## config.mk

```make
export PLATFORM = sky130hd
export DESIGN_NAME = key_scan_debounce_report_core_flat
export DESIGN_NICKNAME = d
export VERILOG_FILES = /design/src/hw/rtl/ksdr_pkg.sv /design/src/hw/rtl/ksdr_if.sv /design/src/hw/rtl/key_scan_debounce_report_core.sv /design/src/flat_wrapper.sv
export SDC_FILE = /design/constraint.sdc
export NUM_CORES = 2
export LEC_CHECK = 0
export ABC_AREA = 1
export BUFFER_PORTS_ARGS = -buffer_cell sky130_fd_sc_hd__buf_2
export CAP_MARGIN = 5
export CORE_MARGIN = 4
export CORE_UTILIZATION = 30
export DETAILED_ROUTE_END_ITERATION = 7
export SLEW_MARGIN = 10
export SYNTH_ARGS = -nofsm -noshare
export SYNTH_HDL_FRONTEND = slang
export SYNTH_SLANG_ARGS = --single-unit
```

## constraint.sdc

```tcl
create_clock -name clk -period 7.75 [get_ports clk]
set_input_delay 1.55 -clock clk [delete_from_list [all_inputs] [get_ports clk]]
set_output_delay 1.55 -clock clk [all_outputs]
set_load 0.01 [all_outputs]
```

## src/hw/rtl/ksdr_pkg.sv

```systemverilog
// shared types, widths and usage codes of the key scan debounce report block
`timescale 1ns / 1ps
package ksdr_pkg;

	// default sizes
	localparam int KEYS_DEF           = 64;
	localparam int KEY_SLOTS_DEF      = 6;
	localparam int STABLE_SAMPLES_DEF = 5;

	// fixed field widths
	localparam int IDX_W       = 6;
	localparam int USAGE_W     = 8;
	localparam int HIST_W      = 8;
	localparam int CNT_W       = 16;
	localparam int SHOWN_SLOTS = 6;

	// word opcodes
	localparam logic OP_SAMPLE = 1'b0;
	localparam logic OP_LOAD   = 1'b1;

	// configuration register indexes
	localparam int   CFG_IDX_W      = 1;
	localparam logic CFG_RIGHT_SIDE = 1'b0;
	localparam logic CFG_NUMPAD     = 1'b1;

	// hid usage codes
	localparam logic [4:0]         MOD_PREFIX      = 5'h1C;
	localparam logic [USAGE_W-1:0] USAGE_GUI_LEFT  = 8'hE3;
	localparam logic [USAGE_W-1:0] USAGE_GUI_RIGHT = 8'hE7;
	localparam logic [USAGE_W-1:0] USAGE_SPACE     = 8'h2C;
	localparam logic [USAGE_W-1:0] USAGE_COMMA     = 8'h36;

	// one boot report as it leaves the block
	typedef struct packed {
		logic [USAGE_W-1:0]                  modifier_bits;
		logic [SHOWN_SLOTS-1:0][USAGE_W-1:0] slots;
		logic                                game_mode_on;
		logic [CNT_W-1:0]                    new_press_count;
	} report_t;

endpackage

```

## src/hw/rtl/ksdr_if.sv

```systemverilog
// valid/ready channel interfaces for key words and boot reports
`timescale 1ns / 1ps
interface key_in_if;
	logic                          valid;
	logic                          ready;
	logic                          opcode;
	logic [ksdr_pkg::IDX_W-1:0]    key_index;
	logic                          pressed;
	logic                          scan_last;
	logic                          table_select;
	logic [ksdr_pkg::USAGE_W-1:0]  usage_code;

	modport source (output valid, opcode, key_index, pressed, scan_last, table_select,
		usage_code, input ready);
	modport sink (input valid, opcode, key_index, pressed, scan_last, table_select,
		usage_code, output ready);
endinterface

interface report_if;
	logic                          valid;
	logic                          ready;
	logic [ksdr_pkg::USAGE_W-1:0]  modifier_bits;
	logic [ksdr_pkg::USAGE_W-1:0]  slot_zero;
	logic [ksdr_pkg::USAGE_W-1:0]  slot_one;
	logic [ksdr_pkg::USAGE_W-1:0]  slot_two;
	logic [ksdr_pkg::USAGE_W-1:0]  slot_three;
	logic [ksdr_pkg::USAGE_W-1:0]  slot_four;
	logic [ksdr_pkg::USAGE_W-1:0]  slot_five;
	logic                          game_mode_on;
	logic [ksdr_pkg::CNT_W-1:0]    new_press_count;

	modport source (output valid, modifier_bits, slot_zero, slot_one, slot_two, slot_three,
		slot_four, slot_five, game_mode_on, new_press_count, input ready);
	modport sink (input valid, modifier_bits, slot_zero, slot_one, slot_two, slot_three,
		slot_four, slot_five, game_mode_on, new_press_count, output ready);
endinterface

```

## src/hw/rtl/key_scan_debounce_report_core.sv

```systemverilog
// key scan debouncer and hid boot report builder, top level
//
// in_ch carries one word per clock while in_ch.ready is high: a key sample in
// scan order (opcode sample) or a keymap entry load (opcode load).
// cfg_we/cfg_index/cfg_data write the two side-presence registers; the user must
// do so only while the block is idle, the block itself does not enforce it.
// out_ch carries one boot report for every sample word flagged scan_last.
// Throughput is one word per cycle while in_ch.ready is high. Per-key history
// lives in a registered-read memory: a sample reads it on acceptance and writes
// it back in the next cycle, with a bypass register covering back-to-back
// samples of the same key. Reports pass the stage 1 registers and wait in a
// two-deep output queue; in_ch.ready drops only when the queue and the word in
// flight would overflow it, so a stalled receiver stops input after at most two
// pending reports and loses nothing. Reset clears history through per-key valid
// flops at once (no clearing pass), clears report state, game mode and the press
// count. Keymap entries hold nothing defined until loaded.
`timescale 1ns / 1ps
module key_scan_debounce_report_core #(
	parameter int KEYS           = ksdr_pkg::KEYS_DEF,
	parameter int KEY_SLOTS      = ksdr_pkg::KEY_SLOTS_DEF,
	parameter int STABLE_SAMPLES = ksdr_pkg::STABLE_SAMPLES_DEF
) (
	input  logic                          clk,
	input  logic                          arst_n,
	input  logic                          cfg_we,
	input  logic [ksdr_pkg::CFG_IDX_W-1:0] cfg_index,
	input  logic                          cfg_data,
	key_in_if.sink                        in_ch,
	report_if.source                      out_ch
);
	import ksdr_pkg::*;

	localparam int KW    = (KEYS > 1) ? $clog2(KEYS) : 1;
	localparam int IW    = (KW > IDX_W) ? KW : IDX_W;
	localparam int MEM_W = HIST_W + 1;
	localparam int SUW   = $clog2(KEY_SLOTS + 1);
	localparam int SHOW  = (KEY_SLOTS < SHOWN_SLOTS) ? KEY_SLOTS : SHOWN_SLOTS;
	localparam logic [HIST_W-1:0] STABLE_MASK = HIST_W'((1 << STABLE_SAMPLES) - 1);

	// configuration registers
	logic right_q, numpad_q;
	always_ff @(posedge clk or negedge arst_n) begin
		if (!arst_n) begin
			right_q  <= 1'b0;
			numpad_q <= 1'b0;
		end else if (cfg_we) begin
			unique case (cfg_index)
				CFG_RIGHT_SIDE: right_q  <= cfg_data;
				CFG_NUMPAD:     numpad_q <= cfg_data;
				default: ;
			endcase
		end
	end

	logic map_sel;
	assign map_sel = right_q & ~numpad_q;

	// input decode
	logic          accept, in_range;
	logic [IW-1:0] idx_w;
	logic [KW-1:0] in_addr;
	assign accept   = in_ch.valid & in_ch.ready;
	assign in_range = int'(in_ch.key_index) < KEYS;
	assign idx_w    = IW'(in_ch.key_index);
	assign in_addr  = idx_w[KW-1:0];

	// stage 1 pipeline registers
	logic          valid_s1;
	logic          sample_s1, range_s1, pressed_s1, last_s1, hv_s1;
	logic [KW-1:0] addr_s1;
	always_ff @(posedge clk or negedge arst_n) begin
		if (!arst_n) valid_s1 <= 1'b0;
		else         valid_s1 <= accept;
	end
	always_ff @(posedge clk) begin
		sample_s1  <= (in_ch.opcode == OP_SAMPLE);
		range_s1   <= in_range;
		pressed_s1 <= in_ch.pressed;
		last_s1    <= in_ch.scan_last;
		addr_s1    <= in_addr;
	end

	// key history memory: {held, history}
	logic [MEM_W-1:0] hist_mem [2**KW];
	logic [MEM_W-1:0] hist_rd_s1, hist_wdata;
	logic             hist_we;
	always_ff @(posedge clk) begin
		hist_rd_s1 <= hist_mem[in_addr];
		if (hist_we) hist_mem[addr_s1] <= hist_wdata;
	end

	// per-key written flags stand in for a reset of the history memory
	logic [2**KW-1:0] hv_q;
	always_ff @(posedge clk or negedge arst_n) begin
		if (!arst_n)      hv_q <= '0;
		else if (hist_we) hv_q[addr_s1] <= 1'b1;
	end
	always_ff @(posedge clk) hv_s1 <= hv_q[in_addr];

	// keymap memory, loads write on acceptance
	logic [USAGE_W-1:0] key_mem [2**(KW+1)];
	logic [USAGE_W-1:0] code_s1;
	always_ff @(posedge clk) begin
		code_s1 <= key_mem[{map_sel, in_addr}];
		if (accept && in_ch.opcode == OP_LOAD && in_range)
			key_mem[{in_ch.table_select, in_addr}] <= in_ch.usage_code;
	end

	// bypass of last cycle's history write
	logic             fwd_valid_q;
	logic [KW-1:0]    fwd_addr_q;
	logic [MEM_W-1:0] fwd_data_q;
	always_ff @(posedge clk or negedge arst_n) begin
		if (!arst_n) fwd_valid_q <= 1'b0;
		else         fwd_valid_q <= hist_we;
	end
	always_ff @(posedge clk) begin
		fwd_addr_q <= addr_s1;
		fwd_data_q <= hist_wdata;
	end

	// debounce of the sample in stage 1
	logic [MEM_W-1:0]  cur_word;
	logic [HIST_W-1:0] hist_new;
	logic              was_held, active, key_s1;
	always_comb begin
		if (fwd_valid_q && fwd_addr_q == addr_s1) cur_word = fwd_data_q;
		else if (hv_s1)                           cur_word = hist_rd_s1;
		else                                      cur_word = '0;
		key_s1     = valid_s1 & sample_s1 & range_s1;
		was_held   = cur_word[HIST_W];
		hist_new   = {cur_word[HIST_W-2:0], pressed_s1};
		active     = pressed_s1 & (was_held | ((hist_new & STABLE_MASK) == STABLE_MASK));
		hist_we    = key_s1;
		hist_wdata = {active, hist_new};
	end

	// report state
	logic [USAGE_W-1:0] mods_q, mods_n;
	logic [USAGE_W-1:0] slots_q [KEY_SLOTS];
	logic [USAGE_W-1:0] slots_n [KEY_SLOTS];
	logic [SUW-1:0]     used_q, used_n;
	logic               any_q, any_n, game_q, game_n;
	logic [CNT_W-1:0]   cnt_q, cnt_n;
	logic               take, is_mod, emit;
	report_t            rpt;

	// key take and end-of-scan report
	always_comb begin
		mods_n  = mods_q;
		slots_n = slots_q;
		used_n  = used_q;
		any_n   = any_q;
		cnt_n   = cnt_q;
		take    = key_s1 & active &
			~(game_q & (code_s1 == USAGE_GUI_LEFT || code_s1 == USAGE_GUI_RIGHT));
		is_mod  = code_s1[7:3] == MOD_PREFIX;
		if (take) begin
			any_n = 1'b1;
			if (is_mod) begin
				mods_n = mods_q | (USAGE_W'(1) << code_s1[2:0]);
			end else if (int'(used_q) < KEY_SLOTS) begin
				for (int j = 0; j < KEY_SLOTS; j++) begin
					if (used_q == SUW'(j)) slots_n[j] = code_s1;
				end
				used_n = used_q + SUW'(1);
				if (code_s1 != USAGE_SPACE && !was_held) cnt_n = cnt_q + CNT_W'(1);
			end
		end
		emit = valid_s1 & sample_s1 & last_s1;
		if (!any_n) begin
			mods_n = '0;
			for (int j = 0; j < KEY_SLOTS; j++) slots_n[j] = '0;
		end
		game_n = game_q;
		if (emit && mods_n[0] && slots_n[0] == USAGE_COMMA) game_n = ~game_q;
		rpt.modifier_bits = mods_n;
		rpt.slots         = '0;
		for (int j = 0; j < SHOW; j++) rpt.slots[j] = slots_n[j];
		rpt.game_mode_on    = game_n;
		rpt.new_press_count = cnt_n;
	end

	always_ff @(posedge clk or negedge arst_n) begin
		if (!arst_n) begin
			mods_q <= '0;
			for (int j = 0; j < KEY_SLOTS; j++) slots_q[j] <= '0;
			used_q <= '0;
			any_q  <= 1'b0;
			game_q <= 1'b0;
			cnt_q  <= '0;
		end else begin
			game_q <= game_n;
			cnt_q  <= cnt_n;
			if (emit) begin
				mods_q <= '0;
				for (int j = 0; j < KEY_SLOTS; j++) slots_q[j] <= '0;
				used_q <= '0;
				any_q  <= 1'b0;
			end else begin
				mods_q  <= mods_n;
				slots_q <= slots_n;
				used_q  <= used_n;
				any_q   <= any_n;
			end
		end
	end

	// two-entry output queue
	report_t    ent0_q, ent1_q;
	logic [1:0] occ_q, push_pos;
	logic       pop;
	assign pop      = (occ_q != 2'd0) & out_ch.ready;
	assign push_pos = occ_q - {1'b0, pop};

	always_ff @(posedge clk or negedge arst_n) begin
		if (!arst_n) occ_q <= 2'd0;
		else         occ_q <= occ_q + {1'b0, emit} - {1'b0, pop};
	end
	always_ff @(posedge clk) begin
		if (pop && occ_q == 2'd2) ent0_q <= ent1_q;
		if (emit) begin
			if (push_pos == 2'd0) ent0_q <= rpt;
			else                  ent1_q <= rpt;
		end
	end

	// room for the word in flight and a new one
	assign in_ch.ready = ({1'b0, occ_q} + {2'b0, emit}) < (3'd2 + {2'b0, pop});

	assign out_ch.valid           = occ_q != 2'd0;
	assign out_ch.modifier_bits   = ent0_q.modifier_bits;
	assign out_ch.slot_zero       = ent0_q.slots[0];
	assign out_ch.slot_one        = ent0_q.slots[1];
	assign out_ch.slot_two        = ent0_q.slots[2];
	assign out_ch.slot_three      = ent0_q.slots[3];
	assign out_ch.slot_four       = ent0_q.slots[4];
	assign out_ch.slot_five       = ent0_q.slots[5];
	assign out_ch.game_mode_on    = ent0_q.game_mode_on;
	assign out_ch.new_press_count = ent0_q.new_press_count;

endmodule
```

## src/flat_wrapper.sv

```systemverilog
// flat-port wrapper written by rule: the top's interface ports become plain ports
module key_scan_debounce_report_core_flat import ksdr_pkg::*;
#(
	parameter int KEYS           = ksdr_pkg::KEYS_DEF,
	parameter int KEY_SLOTS      = ksdr_pkg::KEY_SLOTS_DEF,
	parameter int STABLE_SAMPLES = ksdr_pkg::STABLE_SAMPLES_DEF
)
  (clk, arst_n, cfg_we, cfg_index, cfg_data, in_ch_valid, in_ch_opcode, in_ch_key_index, in_ch_pressed, in_ch_scan_last, in_ch_table_select, in_ch_usage_code, in_ch_ready, out_ch_valid, out_ch_modifier_bits, out_ch_slot_zero, out_ch_slot_one, out_ch_slot_two, out_ch_slot_three, out_ch_slot_four, out_ch_slot_five, out_ch_game_mode_on, out_ch_new_press_count, out_ch_ready);
  key_in_if in_ch_i ();
  report_if out_ch_i ();
  input  logic clk;
  input  logic arst_n;
  input  logic cfg_we;
  input  logic [ksdr_pkg::CFG_IDX_W-1:0] cfg_index;
  input  logic cfg_data;
  input wire logic [$bits(in_ch_i.valid)-1:0] in_ch_valid;
  input wire logic [$bits(in_ch_i.opcode)-1:0] in_ch_opcode;
  input wire logic [$bits(in_ch_i.key_index)-1:0] in_ch_key_index;
  input wire logic [$bits(in_ch_i.pressed)-1:0] in_ch_pressed;
  input wire logic [$bits(in_ch_i.scan_last)-1:0] in_ch_scan_last;
  input wire logic [$bits(in_ch_i.table_select)-1:0] in_ch_table_select;
  input wire logic [$bits(in_ch_i.usage_code)-1:0] in_ch_usage_code;
  output wire logic [$bits(in_ch_i.ready)-1:0] in_ch_ready;
  output wire logic [$bits(out_ch_i.valid)-1:0] out_ch_valid;
  output wire logic [$bits(out_ch_i.modifier_bits)-1:0] out_ch_modifier_bits;
  output wire logic [$bits(out_ch_i.slot_zero)-1:0] out_ch_slot_zero;
  output wire logic [$bits(out_ch_i.slot_one)-1:0] out_ch_slot_one;
  output wire logic [$bits(out_ch_i.slot_two)-1:0] out_ch_slot_two;
  output wire logic [$bits(out_ch_i.slot_three)-1:0] out_ch_slot_three;
  output wire logic [$bits(out_ch_i.slot_four)-1:0] out_ch_slot_four;
  output wire logic [$bits(out_ch_i.slot_five)-1:0] out_ch_slot_five;
  output wire logic [$bits(out_ch_i.game_mode_on)-1:0] out_ch_game_mode_on;
  output wire logic [$bits(out_ch_i.new_press_count)-1:0] out_ch_new_press_count;
  input wire logic [$bits(out_ch_i.ready)-1:0] out_ch_ready;
  assign in_ch_i.valid = in_ch_valid;
  assign in_ch_i.opcode = in_ch_opcode;
  assign in_ch_i.key_index = in_ch_key_index;
  assign in_ch_i.pressed = in_ch_pressed;
  assign in_ch_i.scan_last = in_ch_scan_last;
  assign in_ch_i.table_select = in_ch_table_select;
  assign in_ch_i.usage_code = in_ch_usage_code;
  assign in_ch_ready = in_ch_i.ready;
  assign out_ch_valid = out_ch_i.valid;
  assign out_ch_modifier_bits = out_ch_i.modifier_bits;
  assign out_ch_slot_zero = out_ch_i.slot_zero;
  assign out_ch_slot_one = out_ch_i.slot_one;
  assign out_ch_slot_two = out_ch_i.slot_two;
  assign out_ch_slot_three = out_ch_i.slot_three;
  assign out_ch_slot_four = out_ch_i.slot_four;
  assign out_ch_slot_five = out_ch_i.slot_five;
  assign out_ch_game_mode_on = out_ch_i.game_mode_on;
  assign out_ch_new_press_count = out_ch_i.new_press_count;
  assign out_ch_i.ready = out_ch_ready;
  key_scan_debounce_report_core #(.KEYS(KEYS), .KEY_SLOTS(KEY_SLOTS), .STABLE_SAMPLES(STABLE_SAMPLES)) u_core (.clk(clk), .arst_n(arst_n), .cfg_we(cfg_we), .cfg_index(cfg_index), .cfg_data(cfg_data), .in_ch(in_ch_i), .out_ch(out_ch_i));
endmodule
```

==> impl_metrics.toml <==
[setup_path]
worstPathArrival_ps = 5890
start_kind = "register"
path_cells = "nand2_1 -> inv_1 -> nand2_1 -> clkinv_1 -> buf_4 -> ha_1 -> ha_1 -> o21ai_0 -> inv_1 -> nor4_4 -> nand2_2 -> nor2_1"
slowest_delay_ps = 970
crit_family = "simple AND/OR/NAND/NOR gates"
crit_type = "reg -> reg"
worst_path_max_delay_cell = "nand2_2"
cp-end-kind = "register"
path_max_fanout = 60
worst_ep_required_time_ps = 8170
worst-path-buf-inv = 4

[clock_tree]
clockRootBuffer = "clkbuf_16"
hold_buffers = 0
cts.sinks = 1671
htree_levels = 4
clk_pin_slew_ps = 60
worstSkewPairLatency_ps = 810
postCtsResizedCells = 0
cts_tree = "yes"
cts_buffers = 162
cts_buffer_depth = 3
postCtsSetupRepairBufs = 0

[placed_design]
numPlacedInstances = 7148
dp_hpwl_um = 102100
pre_cts_slack_ps = 2323
place.gp.congestion = 0.8667
dpl_cell_area_mm2 = 0.06633
io_buffers = 99

[grt]
grt_pass1_wl_um = 257800
antenna_found_initial = 5
grt.met3_usage_pct = 3.409
grt_pass1_vias = 37514
track_usage_pct = 15.68
grt_max_degree = 105
busiest_layer = "met2"
gr-total-overflow = 0
use_met1_pct = 22.30
met2_usage_pct = 24.00

[die]
dieWidth_um = 465.1
die_h_um = 465.1
die_area_mm2 = 0.2164
io_pins = 100
start_util_pct = 30.22
num_rows = 167
design.core.area_mm2 = 0.2075

[sta]
fmaxAchievable_ghz = 0.1828
hold_viol = 0
rsz0062_at_grt = "false"
fin_ws_ps = 2281
fin_crit_sh_pct = 70.57
period_needed_ps = 5469
maxSlewHeadroom_pct = 19.64
clock_skew_ps = 45.41
tns_ps = 0
worst_pin_slew_ps = 1205
drv_slew = 0
setup_viol = 0

[drt]
vias = 38719
viasPerCell = 5.196
drt-total-wl_um = 174800
wl_per_cell_um = 23.46
ant_nets = 0
drt_pass1_iterations = 6
drt_first_iter_violations = 4853
drc = 0

[yosys]
syn-cell-area_mm2 = 0.06270
synth-main-ff-cell = "edfxtp_1"
synthCells = 4442
syn_area_per_cell_um2 = 14.11
ys_seq_elements = 1671
async_flop_share_pct = 8.797
yosys_warnings = 0
syn-num-nets = 4477
synth-seq-area-share_pct = 77.15
synth-edff-count = 1417
synthDistinctLibCells = 55

[power_and_ir_drop]
vdd.ir_drop.worst_uv = 237.4
power_per_cell_area_mw_per_mm2 = 277.7
power.leakage_nw = 24.14

[layout]
syn_to_final_growth_pct = 14.07
fin_area_mm2 = 0.07151
final_cells = 7451
final_util_pct = 34.47
final_layout_size_suffix_gt1_share_pct = 10.52
fin_nets = 4559

[run]
maxCapViolations = 0

[run_status]
status = "complete, no violations"

[worst_hold_path]
hold_class = "reg -> reg"
-- cell type report --
type                    count  area (µm²)
diodes                      4       10.01
clock buffers             204        4334
clock inverters            95       843.3
fillers                 19837      136000
inverters                 228       895.9
multi-input cells        2305       12600
flip-flops and latches   1671       48370
well taps                2788        3488
repair buffers            156       974.7
-- cell usage after synthesis (all sizes together) (7+ instances only) --
master | number | share of area [%]
mux2i | 9 | 0.14
dfxtp | 107 | 3.4
nor4 | 13 | 0.14
edfxtp | 1417 | 68
a41oi | 46 | 0.64
inv | 220 | 1.3
buf | 54 | 0.39
o2bb2ai | 7 | 0.098
a31oi | 19 | 0.19
or2 | 31 | 0.31
xor2 | 9 | 0.13
nand2 | 731 | 4.4
a22o | 110 | 1.5
clkinv | 8 | 0.048
o22ai | 66 | 0.66
a221oi | 155 | 2.2
o21ai | 170 | 1.4
nor2 | 397 | 2.4
nand4 | 121 | 1.2
nor3 | 10 | 0.088
dfrtp | 147 | 5.9
nand3 | 77 | 0.65
a21oi | 77 | 0.61
a22oi | 208 | 2.5
xnor2 | 7 | 0.11
ha | 10 | 0.20
clkbuf | 184 | 1.1
-- layer usage --
layer | part of all wire, % | up-vias
li1 | - | 16870
met1 | 43 | 19567
met2 | 45 | 1949
met3 | 9.0 | 333
met4 | 2.8 | 0
met5 | 0 | -
-- cell usage in the layout, fill, tap and decap left out, drive strengths merged, types with 3 or more instances in the layout --
cell type,n
o31ai,3
xor2,9
clkinvlp,7
o21bai,4
a21oi,77
or2,31
a221oi,155
a41oi,46
a31oi,19
o21ai,170
a22o,110
clkbuf,204
o41ai,4
o211ai,3
nor3,10
nand3,77
xnor2,7
bufinv,8
clkinv,78
o22ai,66
diode,4
nand2,731
a22oi,208
a211oi,3
o2bb2ai,7
dfxtp,107
nand4,121
nor2,397
edfxtp,1417
nor4,13
inv,230
o221ai,4
buf,156
o2111ai,3
mux2i,9
ha,10
dfrtp,147
nand3b,3
-- worst paths after layout --
path | depth (start not counted) | startpoint | end | slack (ps)
max in group asynchronous | 2 | arst_n | u_core.hv_q[12] | 5450
min in group asynchronous | 1 | arst_n | u_core.valid_s1 | 810
setup / recovery | 12 | u_core.valid_s1 | u_core.key_mem[93][4] | 2280
hold reg to reg | 0 | u_core.addr_s1[0] | u_core.fwd_addr_q[0] | 400
hold / removal | 0 | u_core.addr_s1[0] | u_core.fwd_addr_q[0] | 400
setup reg to reg | 12 | u_core.valid_s1 | u_core.key_mem[93][4] | 2280
-- power breakdown --
part / internal (mW) / switching [mW] / total [mW] / leakage (nW)
Combinational: 0.538 / 1.23 / 1.77 / 5.87
Sequential: 10.1 / 0.236 / 10.4 / 15.7
Clock: 4.27 / 3.46 / 7.74 / 2.53
Total: 14.9 / 4.93 / 19.9 / 24.1
-- kinds of logic (layout without fill, tap and decap cells) --
| group | after synthesis | in the layout | synth area share [%] |
|---|---|---|---|
| AOI/OAI and AO/OA | 883 | 883 | 10.08 |
| xor gates and xnor gates | 16 | 16 | 0.2355 |
| adders and majority gates | 10 | 10 | 0.1996 |
| buffers and inverters | 466 | 683 | 2.856 |
| DFF | 1671 | 1671 | 77.15 |
| muxes | 10 | 10 | 0.1617 |
| other | 0 | 4 | 0 |
| and+or+nand+nor | 1386 | 1386 | 9.318 |
-- state kept, by name, summed over array words and instances, names as in the netlist, 16 cells and up --
register and flops:
u_core.hist_mem 320, u_core.ent1_q 73, u_core.out_ch.new_press_count 16, u_core.key_mem 1024, u_core.cnt_q 16, u_core.hv_q 64, u_core.slots_q 48
-- stage by stage --
| stage | power (mW) | hold WS, ps |
|---|---|---|
| after floorplan | 11.41 | 364.2 |
| after global placement | 12.28 | 386.0 |
| after detailed placement | 12.31 | 385.2 |
| after CTS | 19.97 | 394.1 |
| after global routing | 20.57 | 404.0 |
| final | 19.86 | 398.1 |
Power figures use the tool's default switching activity.
